## src/sv/tbsc_pkg.sv

```systemverilog
`timescale 1ns / 1ps
// ----------------------------------------------------------------------------
// Two-button stopwatch / countdown: shared package
// Types, register indexes, mode codes and the saturating timer helpers used
// by the debouncers, the timing core and the top level.
// ----------------------------------------------------------------------------
package tbsc_pkg;

    // Width of every elapsed-time counter.
    localparam int TIMER_BITS = 16;
    // Width used when a timer is compared against a register value.
    localparam int CMP_BITS   = (TIMER_BITS > 16) ? TIMER_BITS : 16;

    typedef logic [TIMER_BITS-1:0] timer_t;
    localparam timer_t TIMER_MAX = '1;

    // LED toggle interval once the countdown has expired.
    localparam logic [15:0] TIMEUP_BLINK_MS = 16'd700;
    localparam logic [9:0]  PRESET_RESET    = 10'd10;
    localparam logic [15:0] SW_MAX          = 16'hFFFF;

    // Mode codes as seen on the result channel.
    typedef logic [1:0] mode_t;
    localparam mode_t MODE_IDLE = 2'd0;
    localparam mode_t MODE_SW   = 2'd1;
    localparam mode_t MODE_CD   = 2'd2;

    // Configuration register indexes.
    typedef enum logic [2:0] {
        REG_SETTLE_MS      = 3'd0,
        REG_LONG_PRESS_MS  = 3'd1,
        REG_STEP_GAP_MS    = 3'd2,
        REG_SECOND_MS      = 3'd3,
        REG_RUN_BLINK_MS   = 3'd4,
        REG_PRESET_STEP    = 3'd5,
        REG_PRESET_MIN     = 3'd6,
        REG_PRESET_MAX     = 3'd7
    } reg_index_t;

    // Configuration register file contents.
    typedef struct packed {
        logic [9:0]  settle_ms;
        logic [11:0] long_press_ms;
        logic [11:0] step_gap_ms;
        logic [15:0] second_ms;
        logic [11:0] run_blink_ms;
        logic [7:0]  preset_step;
        logic [9:0]  preset_min;
        logic [9:0]  preset_max;
    } cfg_t;

    // Per-tick events reported by one button debouncer.
    typedef struct packed {
        logic click;        // short press released
        logic press_start;  // stable level has just gone low
        logic long_active;  // held low at least the long-press time
        logic long_new;     // long hold seen for the first time in this press
    } btn_event_t;

    // One result transaction.
    typedef struct packed {
        mode_t       mode;
        logic [15:0] stopwatch_seconds;
        logic [9:0]  countdown_seconds;
        logic [9:0]  countdown_preset;
        logic        stopwatch_running;
        logic        countdown_running;
        logic        time_up;
        logic        led;
    } result_t;

    // Saturating increment of an elapsed-time counter.
    function automatic timer_t tick_up(input timer_t t);
        return (t != TIMER_MAX) ? t + timer_t'(1) : TIMER_MAX;
    endfunction

    // Widen a timer for comparison.
    function automatic logic [CMP_BITS-1:0] tcmp(input timer_t t);
        return CMP_BITS'(t);
    endfunction

    // Widen a register value for comparison.
    function automatic logic [CMP_BITS-1:0] vcmp(input logic [15:0] v);
        return CMP_BITS'(v);
    endfunction

endpackage

```

## src/sv/two_button_stopwatch_countdown.sv

```systemverilog
`timescale 1ns / 1ps
// ----------------------------------------------------------------------------
// Two-button stopwatch / countdown controller
// Takes one millisecond tick per transaction carrying two raw button levels
// and returns one result transaction with mode, timer values and LED drive.
// ----------------------------------------------------------------------------
//  Channel  | Handshake                  | Payload
//  ---------+----------------------------+-----------------------------------
//  item     | item_valid, item_stall     | button_a_raw, button_b_raw
//  result   | result_valid, result_stall | mode, seconds, preset, flags, led
//  cfg      | cfg_valid, cfg_ready       | cfg_index, cfg_data
//
// A tick is captured in the input register, processed combinationally by the
// debouncers and the timing core, and lands in the result register; one
// transaction per cycle is sustained while the result channel is not stalled.
// A stalled, full result register holds its contents and a full input register;
// item_stall rises only when the input register is full and cannot move on.
// Reset clears the handshake and all timing state and loads register defaults.
// Configuration writes are accepted in every cycle.
// ----------------------------------------------------------------------------
module two_button_stopwatch_countdown
    import tbsc_pkg::*;
(
    input  logic        clk,
    input  logic        rst_n,

    input  logic        item_valid,
    output logic        item_stall,
    input  logic        button_a_raw,
    input  logic        button_b_raw,

    output logic        result_valid,
    input  logic        result_stall,
    output logic [1:0]  mode,
    output logic [15:0] stopwatch_seconds,
    output logic [9:0]  countdown_seconds,
    output logic [9:0]  countdown_preset,
    output logic        stopwatch_running,
    output logic        countdown_running,
    output logic        time_up,
    output logic        led,

    input  logic        cfg_valid,
    output logic        cfg_ready,
    input  logic [2:0]  cfg_index,
    input  logic [15:0] cfg_data
);

    logic       in_valid_reg;
    logic       raw_a_reg;
    logic       raw_b_reg;
    logic       out_valid_reg;
    result_t    result_reg;
    result_t    result_next;
    cfg_t       cfg_reg;
    logic       advance;
    btn_event_t a_evt;
    btn_event_t b_evt;

    // Handshake: a tick moves on when the result register is free or draining.
    assign advance    = in_valid_reg && (!out_valid_reg || !result_stall);
    assign item_stall = in_valid_reg && !advance;
    assign cfg_ready  = 1'b1;

    // Input register.
    always_ff @(posedge clk or negedge rst_n)
    begin
        if (!rst_n)
        begin
            in_valid_reg <= 1'b0;
        end
        else if (!item_stall)
        begin
            in_valid_reg <= item_valid;
        end
    end

    always_ff @(posedge clk)
    begin
        if (item_valid && !item_stall)
        begin
            raw_a_reg <= button_a_raw;
            raw_b_reg <= button_b_raw;
        end
    end

    // Configuration registers.
    always_ff @(posedge clk or negedge rst_n)
    begin
        if (!rst_n)
        begin
            cfg_reg.settle_ms      <= 10'd50;
            cfg_reg.long_press_ms  <= 12'd800;
            cfg_reg.step_gap_ms    <= 12'd350;
            cfg_reg.second_ms      <= 16'd1000;
            cfg_reg.run_blink_ms   <= 12'd500;
            cfg_reg.preset_step    <= 8'd10;
            cfg_reg.preset_min     <= 10'd10;
            cfg_reg.preset_max     <= 10'd300;
        end
        else if (cfg_valid && cfg_ready)
        begin
            unique case (reg_index_t'(cfg_index))
                REG_SETTLE_MS:      cfg_reg.settle_ms      <= cfg_data[9:0];
                REG_LONG_PRESS_MS:  cfg_reg.long_press_ms  <= cfg_data[11:0];
                REG_STEP_GAP_MS:    cfg_reg.step_gap_ms    <= cfg_data[11:0];
                REG_SECOND_MS:      cfg_reg.second_ms      <= cfg_data;
                REG_RUN_BLINK_MS:   cfg_reg.run_blink_ms   <= cfg_data[11:0];
                REG_PRESET_STEP:    cfg_reg.preset_step    <= cfg_data[7:0];
                REG_PRESET_MIN:     cfg_reg.preset_min     <= cfg_data[9:0];
                REG_PRESET_MAX:     cfg_reg.preset_max     <= cfg_data[9:0];
                default:            cfg_reg.preset_max     <= cfg_reg.preset_max;
            endcase
        end
    end

    // Button front ends.
    tbsc_debounce u_deb_a (
        .clk     (clk),
        .rst_n   (rst_n),
        .advance (advance),
        .raw     (raw_a_reg),
        .cfg     (cfg_reg),
        .evt     (a_evt)
    );

    tbsc_debounce u_deb_b (
        .clk     (clk),
        .rst_n   (rst_n),
        .advance (advance),
        .raw     (raw_b_reg),
        .cfg     (cfg_reg),
        .evt     (b_evt)
    );

    // Mode, timers and LED.
    tbsc_core u_core (
        .clk         (clk),
        .rst_n       (rst_n),
        .advance     (advance),
        .cfg         (cfg_reg),
        .a_evt       (a_evt),
        .b_evt       (b_evt),
        .result_next (result_next)
    );

    // Result register.
    always_ff @(posedge clk or negedge rst_n)
    begin
        if (!rst_n)
        begin
            out_valid_reg <= 1'b0;
        end
        else if (!out_valid_reg || !result_stall)
        begin
            out_valid_reg <= in_valid_reg;
        end
    end

    always_ff @(posedge clk)
    begin
        if (advance)
        begin
            result_reg <= result_next;
        end
    end

    assign result_valid      = out_valid_reg;
    assign mode              = result_reg.mode;
    assign stopwatch_seconds = result_reg.stopwatch_seconds;
    assign countdown_seconds = result_reg.countdown_seconds;
    assign countdown_preset  = result_reg.countdown_preset;
    assign stopwatch_running = result_reg.stopwatch_running;
    assign countdown_running = result_reg.countdown_running;
    assign time_up           = result_reg.time_up;
    assign led               = result_reg.led;

    // The input register backs up only behind a full, stalled result register.
    assert property (@(posedge clk) disable iff (!rst_n)
        item_stall |-> (in_valid_reg && out_valid_reg && result_stall))
    else $error("input stalled without a blocked result");

    // The two timers never run at the same time.
    assert property (@(posedge clk) disable iff (!rst_n)
        result_valid |-> !(stopwatch_running && countdown_running))
    else $error("stopwatch and countdown both running");

    // An expired countdown is never still running.
    assert property (@(posedge clk) disable iff (!rst_n)
        (result_valid && time_up) |-> !countdown_running)
    else $error("time-up raised while countdown running");

    // A processed tick always appears on the result channel next cycle.
    assert property (@(posedge clk) disable iff (!rst_n)
        advance |=> result_valid)
    else $error("processed tick did not reach the result register");

endmodule

```

## src/sv/tbsc_debounce.sv

```systemverilog
`timescale 1ns / 1ps
// ----------------------------------------------------------------------------
// Button debouncer and press timer
// Filters one active-low raw button level, times the press and reports
// clicks, press starts and long holds for the tick being processed.
// ----------------------------------------------------------------------------
module tbsc_debounce
    import tbsc_pkg::*;
(
    input  logic       clk,
    input  logic       rst_n,
    input  logic       advance,
    input  logic       raw,
    input  cfg_t       cfg,
    output btn_event_t evt
);

    logic   last_raw_reg, last_raw_next;
    logic   stable_reg, stable_next;
    timer_t quiet_reg, quiet_next;
    timer_t press_reg, press_next;
    logic   engaged_reg, engaged_next;

    // Debounce, press timing and long-hold detection for one tick.
    always_comb
    begin
        evt          = '0;
        stable_next  = stable_reg;
        engaged_next = engaged_reg;
        press_next   = tick_up(press_reg);
        quiet_next   = tick_up(quiet_reg);
        if (raw != last_raw_reg)
        begin
            quiet_next = '0;
        end
        if ((tcmp(quiet_next) > vcmp(16'(cfg.settle_ms))) && (stable_reg != raw))
        begin
            stable_next = raw;
            if (!raw)
            begin
                press_next      = '0;
                engaged_next    = 1'b0;
                evt.press_start = 1'b1;
            end
            else if (!engaged_reg
                     && (tcmp(press_next) < vcmp(16'(cfg.long_press_ms))))
            begin
                evt.click = 1'b1;
            end
        end
        evt.long_active = !stable_next
                          && (tcmp(press_next) >= vcmp(16'(cfg.long_press_ms)));
        evt.long_new    = evt.long_active && !engaged_next;
        if (evt.long_active)
        begin
            engaged_next = 1'b1;
        end
        last_raw_next = raw;
    end

    // State registers, updated once per processed tick.
    always_ff @(posedge clk or negedge rst_n)
    begin
        if (!rst_n)
        begin
            last_raw_reg <= 1'b1;
            stable_reg   <= 1'b1;
            quiet_reg    <= '0;
            press_reg    <= '0;
            engaged_reg  <= 1'b0;
        end
        else if (advance)
        begin
            last_raw_reg <= last_raw_next;
            stable_reg   <= stable_next;
            quiet_reg    <= quiet_next;
            press_reg    <= press_next;
            engaged_reg  <= engaged_next;
        end
    end

endmodule

```

## src/sv/tbsc_core.sv

```systemverilog
`timescale 1ns / 1ps
// ----------------------------------------------------------------------------
// Stopwatch / countdown timing core
// Holds the mode, both timers, the preset, the seconds divider and the LED
// blinker, and computes the next result from the two button event sets.
// ----------------------------------------------------------------------------
module tbsc_core
    import tbsc_pkg::*;
(
    input  logic       clk,
    input  logic       rst_n,
    input  logic       advance,
    input  cfg_t       cfg,
    input  btn_event_t a_evt,
    input  btn_event_t b_evt,
    output result_t    result_next
);

    mode_t       mode_reg, mode_next;
    logic [15:0] sw_count_reg, sw_count_next;
    logic        sw_run_reg, sw_run_next;
    logic [9:0]  cd_count_reg, cd_count_next;
    logic        cd_run_reg, cd_run_next;
    logic        cd_done_reg, cd_done_next;
    logic [9:0]  preset_reg, preset_next;
    timer_t      repeat_reg, repeat_next;
    timer_t      second_reg, second_next;
    timer_t      blink_reg, blink_next;
    logic        led_level_reg, led_level_next;
    logic [10:0] preset_sum;

    // Button actions, seconds divider and LED for one tick, in that order.
    always_comb
    begin
        mode_next      = mode_reg;
        sw_count_next  = sw_count_reg;
        sw_run_next    = sw_run_reg;
        cd_count_next  = cd_count_reg;
        cd_run_next    = cd_run_reg;
        cd_done_next   = cd_done_reg;
        preset_next    = preset_reg;
        led_level_next = led_level_reg;
        repeat_next    = tick_up(repeat_reg);
        second_next    = tick_up(second_reg);
        blink_next     = tick_up(blink_reg);
        preset_sum     = 11'(preset_reg) + 11'(cfg.preset_step);

        // Short click of A: enter the stopwatch or toggle run and pause.
        if (a_evt.click)
        begin
            if (mode_reg != MODE_SW)
            begin
                mode_next    = MODE_SW;
                sw_run_next  = 1'b1;
                cd_run_next  = 1'b0;
                cd_done_next = 1'b0;
            end
            else
            begin
                sw_run_next = !sw_run_reg;
            end
        end

        // A fresh press of B restarts the hold repeat interval.
        if (b_evt.press_start)
        begin
            repeat_next = '0;
        end

        // Short click of B: start, pause or reload the countdown.
        if (b_evt.click)
        begin
            mode_next    = MODE_CD;
            sw_run_next  = 1'b0;
            cd_done_next = 1'b0;
            if (cd_run_next)
            begin
                cd_run_next = 1'b0;
            end
            else
            begin
                if (cd_count_next == 10'd0)
                begin
                    cd_count_next = preset_reg;
                end
                cd_run_next = 1'b1;
            end
        end

        // Long hold of A clears both timers and all run and time-up flags back to idle.
        if (a_evt.long_new)
        begin
            sw_count_next = '0;
            cd_count_next = '0;
            sw_run_next   = 1'b0;
            cd_run_next   = 1'b0;
            cd_done_next  = 1'b0;
            mode_next     = MODE_IDLE;
        end

        // Long hold of B steps the preset, wrapping past the maximum.
        if (b_evt.long_active
            && (tcmp(repeat_next) >= vcmp(16'(cfg.step_gap_ms))))
        begin
            if (preset_sum > 11'(cfg.preset_max))
            begin
                preset_next = cfg.preset_min;
            end
            else
            begin
                preset_next = preset_sum[9:0];
            end
            mode_next   = MODE_IDLE;
            repeat_next = '0;
        end

        // Seconds divider.
        if (tcmp(second_next) >= vcmp(cfg.second_ms))
        begin
            second_next = '0;
            if (sw_run_next && (sw_count_next != SW_MAX))
            begin
                sw_count_next = sw_count_next + 16'd1;
            end
            if (cd_run_next && (cd_count_next != 10'd0))
            begin
                if (cd_count_next == 10'd1)
                begin
                    cd_run_next  = 1'b0;
                    cd_done_next = 1'b1;
                end
                cd_count_next = cd_count_next - 10'd1;
            end
        end

        // LED blinker.
        if (sw_run_next || cd_run_next)
        begin
            if (tcmp(blink_next) >= vcmp(16'(cfg.run_blink_ms)))
            begin
                blink_next     = '0;
                led_level_next = !led_level_reg;
            end
        end
        else if (cd_done_next)
        begin
            if (tcmp(blink_next) >= vcmp(TIMEUP_BLINK_MS))
            begin
                blink_next     = '0;
                led_level_next = !led_level_reg;
            end
        end
        else
        begin
            led_level_next = 1'b0;
        end

        result_next.mode              = mode_next;
        result_next.stopwatch_seconds = sw_count_next;
        result_next.countdown_seconds = cd_count_next;
        result_next.countdown_preset  = preset_next;
        result_next.stopwatch_running = sw_run_next;
        result_next.countdown_running = cd_run_next;
        result_next.time_up           = cd_done_next;
        result_next.led               = led_level_next
                                        || ((mode_next == MODE_CD) && (cd_count_next == 10'd0));
    end

    // State registers, updated once per processed tick.
    always_ff @(posedge clk or negedge rst_n)
    begin
        if (!rst_n)
        begin
            mode_reg      <= MODE_IDLE;
            sw_count_reg  <= '0;
            sw_run_reg    <= 1'b0;
            cd_count_reg  <= '0;
            cd_run_reg    <= 1'b0;
            cd_done_reg   <= 1'b0;
            preset_reg    <= PRESET_RESET;
            repeat_reg    <= '0;
            second_reg    <= '0;
            blink_reg     <= '0;
            led_level_reg <= 1'b0;
        end
        else if (advance)
        begin
            mode_reg      <= mode_next;
            sw_count_reg  <= sw_count_next;
            sw_run_reg    <= sw_run_next;
            cd_count_reg  <= cd_count_next;
            cd_run_reg    <= cd_run_next;
            cd_done_reg   <= cd_done_next;
            preset_reg    <= preset_next;
            repeat_reg    <= repeat_next;
            second_reg    <= second_next;
            blink_reg     <= blink_next;
            led_level_reg <= led_level_next;
        end
    end

endmodule
```

## config.mk

```make
export PLATFORM = sky130hd
export DESIGN_NAME = two_button_stopwatch_countdown
export DESIGN_NICKNAME = d
export VERILOG_FILES = /design/src/sv/tbsc_pkg.sv /design/src/sv/two_button_stopwatch_countdown.sv /design/src/sv/tbsc_debounce.sv /design/src/sv/tbsc_core.sv
export SDC_FILE = /design/constraint.sdc
export NUM_CORES = 1
export LEC_CHECK = 0
export BUFFER_PORTS_ARGS = -buffer_cell sky130_fd_sc_hd__buf_2
export CAP_MARGIN = 10
export CORE_MARGIN = 2
export CORE_UTILIZATION = 60
export DETAILED_ROUTE_END_ITERATION = 12
export PLACE_DENSITY = 0.85
export SYNTH_ARGS = -nofsm -noshare
export SYNTH_HDL_FRONTEND = slang
export SYNTH_HIERARCHICAL = 1
export SYNTH_SLANG_ARGS = --single-unit
```

## constraint.sdc

```tcl
create_clock -name clk -period 9.7 [get_ports clk]
set_input_delay 0.97 -clock clk [delete_from_list [all_inputs] [get_ports clk]]
set_output_delay 0.97 -clock clk [all_outputs]
set_load 0.05 [all_outputs]
```

After elaboration in Yosys (flattened, before gate mapping)
Cells that the tools add are included.
{ "classes": {"addsub": 10, "n_lt_le_gt_ge": 11, "eq_ne": 23, "n_mux": 75, "n_reduce_logical": 42} }
{ "ops": {"columns": ["cell", "n"], "rows": [
  ["$mux 16", 23],
  ["$add 16x1->16 const B", 8],
  ["$ne 16x16->1 const B", 8],
  ["$mux 10", 8],
  ["$ge 16x12->1", 4],
  ["$mux 1", 37],
  ["$gt 16x10->1", 2],
  ["$lt 16x12->1", 2],
  ["$logic_not 10->1", 2],
  ["$ge 16x10->1 const B", 1],
  ["$ge 16x16->1", 1],
  ["$reduce_and 2->1", 8],
  ["$logic_and 1x1->1", 14],
  ["$mux 2", 7],
  ["$eq 3x3->1 const B", 4],
  ["$add 10x8->11", 1],
  ["$gt 11x10->1", 1],
  ["$logic_not 1->1", 11],
  ["$eq 10x1->1 const B", 1],
  ["$reduce_bool 10->1", 1],
  ["$sub 10x1->10 const B", 1],
  ["$eq 3x2->1 const B", 2],
  ["$ne 1x1->1", 4],
  ["$ne 2x1->1 const B", 2],
  ["other kinds (6)", 8]
]} }
{ "word_totals": {"ff_bits": 296} }

Longest topological paths before layout
{ "logic_depth": {"word_depth": 18, "depth_mapped": 38} }

By module
Netlist, hierarchy kept.
{ "by_module_without_submodules": {"columns": ["mod", "n_inst", "cells_per_inst", "area_per_inst_um2", "seq_area_each_um2"], "rows": [
  ["tbsc_core", 1, 980, 7892.6, 2254.7],
  ["tbsc_debounce", 2, 332, 3039.2, 878.3],
  ["two_button_stopwatch_countdown", 1, 252, 5141.2, 3663.5]
]} }

Worst setup path before layout
Ideal clock, no wire load.
{ "synth_timing": {"path_type": "register -> register", "startpoint": "reg u_deb_a.quiet_reg[0]", "endpoint": "reg result_reg, in the netlist led, data pin", "setup_ps": 180, "arrival_time_ps": 7124, "path_slack_ps": 2396, "stages_incl_launch_ff": 36, "period_less_slack_ps": 7304, "path_cell_list": "dfrtp_1 > ha_1 > nand3_4 > nor4_2 > nand2b_1 > clkbuf_1 > a21oi_1 > ha_1 > a22o_1 > nor4_1 > a21oi_1 > nor4_4 > a21oi_4 > buf_6 > a21o_1 > ha_1 > nor2b_1 > o21ai_0 > nand3_1 > a21boi_0 > o41ai_1 > o211a_1 > a211oi_2 > a21boi_1 > buf_2 > buf_2 > buf_6 > or2_2 > ha_1 > o311a_1 > and3_4 > nor3_4 > nor4bb_1 > mux2_4 > or4_1 > o41ai_2"} }
{ "synth_rtl": {"columns": ["element", "line_no", "rtl"], "rows": [
  ["from (decl)", "tbsc_debounce.sv:20", "timer_t quiet_reg, quiet_next;"],
  ["from (signal assigned)", "tbsc_debounce.sv:76", "quiet_reg <= quiet_next;"],
  ["to (signal assigned)", "two_button_stopwatch_countdown.sv:164", "result_reg <= result_next;"],
  ["to (decl)", "two_button_stopwatch_countdown.sv:53", "result_t result_reg;"]
]} }

==> results.cfg <==
[finish]
n_fill_cell = 2332
largest_register_ffs = 90
areaGrowthSynthToFinish_pct = 8.42
num-nets-final = 2088
drive_above_1_share_pct = 19.9

[timing]
hold_ws_ps = 500
worst_clock_skew_ps = 17.2
fin_crit_ps = 8220
setup_viol = 0
slew-limit-headroom_pct = 23.1
rsz0062_at_grt = false
slew_violations = 0
finalCritPeriodShare_pct = 84.7
tightest_slew_ps = 1150
timing.fmax_mhz = 122
finalHoldViolCount = 0
tns_ps = 0

[worst_hold_path]
hold_path_class = register to register

[grt]
grt-ovfl-total = 0
grt_antenna_before_repair = 3
grtUsageTotal_pct = 26.6
grt_pass1_vias = 14500
grt_pass1_wl_mm = 72.8
grt_max_degree = 224

[setup_path]
slowest_stage = or4_1
crit_top_cell = ha_1
worstPathArrival_ps = 8530
crit_path_max_incr_delay_ps = 540
cp.required_ps = 10020
worst-setup-path-type = register to register
end_kind = register
startpoint_type = register
r2r_slack_ps = 1480
worstPathMaxFanout = 49

[placement]
portBuffers = 69
dp_hpwl_mm = 30.3
gp_congestion = 0.927

[cts]
cts.repair.resized = 0
h-tree-depth = 2
postCtsSetupRepairBufs = 0
cts_tree = built
cts_inserted_buffers = 34
hold_buffers = 0
clockBufferDepth = 3
worstSkewPairLatency_ps = 510
cts.clk_slew.worst_paths_ps = 60
root_buffer = clkbuf_16
clock_sinks = 296

[route]
dr.pass1.iters = 6
route.vias.total = 14700
routed_wl_mm = 44.1
drt_iter0_drc = 1293
wl_per_cell_um = 18.7
vias_per_cell = 6.22
drtAntennaViolNets = 0
drc = 0

[flow_run]
drv_cap = 0

[power]
total_power_w = 0.00510
power_leakage_nw = 9.56
power_density_nw_per_um2 = 246
peakVddDrop_mv = 0.169

[status]
outcome = finished clean

[floorplanning]
io-pin-count = 71
core_um2 = 31500
fp.dieW_um = 182
rows = 65
dieArea_um2 = 33300
fp.dieH_um = 182
start_util_pct = 60.7

[synth]
synth.avg_cell_area_um2 = 10.1
synth_area_um2 = 19100
syn_nets = 2056
syn_inst = 1894
yosysWarnings = 6
-- layout by cell type (no fill, tap or decap), drive strengths merged, types with 23 or more instances in the layout --
| cell type | count |
|---|---|
| dfrtp | 214 |
| a21oi | 160 |
| o21ai | 74 |
| xor2 | 31 |
| xnor2 | 60 |
| nor3 | 27 |
| and3 | 26 |
| nand4 | 31 |
| nor4 | 23 |
| mux2 | 150 |
| mux2i | 26 |
| ha | 135 |
| buf | 78 |
| nand3 | 79 |
| inv | 154 |
| clkbuf | 48 |
| nand2b | 24 |
| dfstp | 38 |
| a21o | 34 |
| nand2 | 123 |
| edfxtp | 44 |
| nor2 | 129 |
-- metrics by stage --
stage	cell area, µm²	utilization [%]	instances	setup WS, ps
3_3_place_gp	19600	62.3	2292	1760
6_report	20700	65.8	2356	1480
5_1_grt	20700	65.8	2353	915
3_5_place_dp	19600	62.3	2292	1610
2_1_floorplan	19100	-	1894	2400
4_1_cts	20700	65.8	2353	1530
-- worst paths after layout --
| path | startpoint | endpoint | cells past startpoint |
|---|---|---|---|
| min in group asynchronous | rst_n | u_core/sw_count_reg[3] | 1 |
| hold / removal | cfg_reg[14] | cfg_reg[14] | 1 |
| setup / recovery | u_deb_a/quiet_reg[0] | led | 30 |
| setup reg to reg | u_deb_a/quiet_reg[0] | led | 30 |
| max in group asynchronous | rst_n | u_core/blink_reg[8] | 2 |
| hold reg to reg | cfg_reg[14] | cfg_reg[14] | 1 |
-- power by group --
group	internal [W]	switching, W	total, W
Combinational	0.000852	0.00114	0.00199
Sequential	0.00158	0.000276	0.00186
Clock	0.000737	0.000513	0.00125
-- cell type report --
type | count | area (µm²) | area share, %
diodes | 3 | 7.51 | 0.0363
repair buffers | 78 | 435 | 2.10
flip-flops and latches | 296 | 7670 | 37.1
well taps | 402 | 503 | 2.43
multi-input cells | 1363 | 10400 | 50.3
clock buffers | 48 | 985 | 4.76
inverters | 153 | 574 | 2.77
clock inverters | 13 | 103 | 0.495
-- critical path, delay by kind of cell (launching register included) --
kind / cells / cell delay (ps)
adders and majority gates: 3 / 830
buffers and inverters: 1 / 290
AOI/OAI and AO/OA: 14 / 2900
muxes: 1 / 350
and+or+nand+nor: 11 / 3210
DFF: 1 / 430
-- layer usage --
metal / share of wire [%] / vias to the layer above / GRT usage, %
met1: 43 / 7139 / 35.0
li1: - / 6876 / -
met5: 0.029 / - / 0
met2: 48 / 521 / 45.3
met4: 3.5 / 2 / 9.71
met3: 5.4 / 112 / 3.57
No activity file was read; power rests on OpenSTA's default activity.
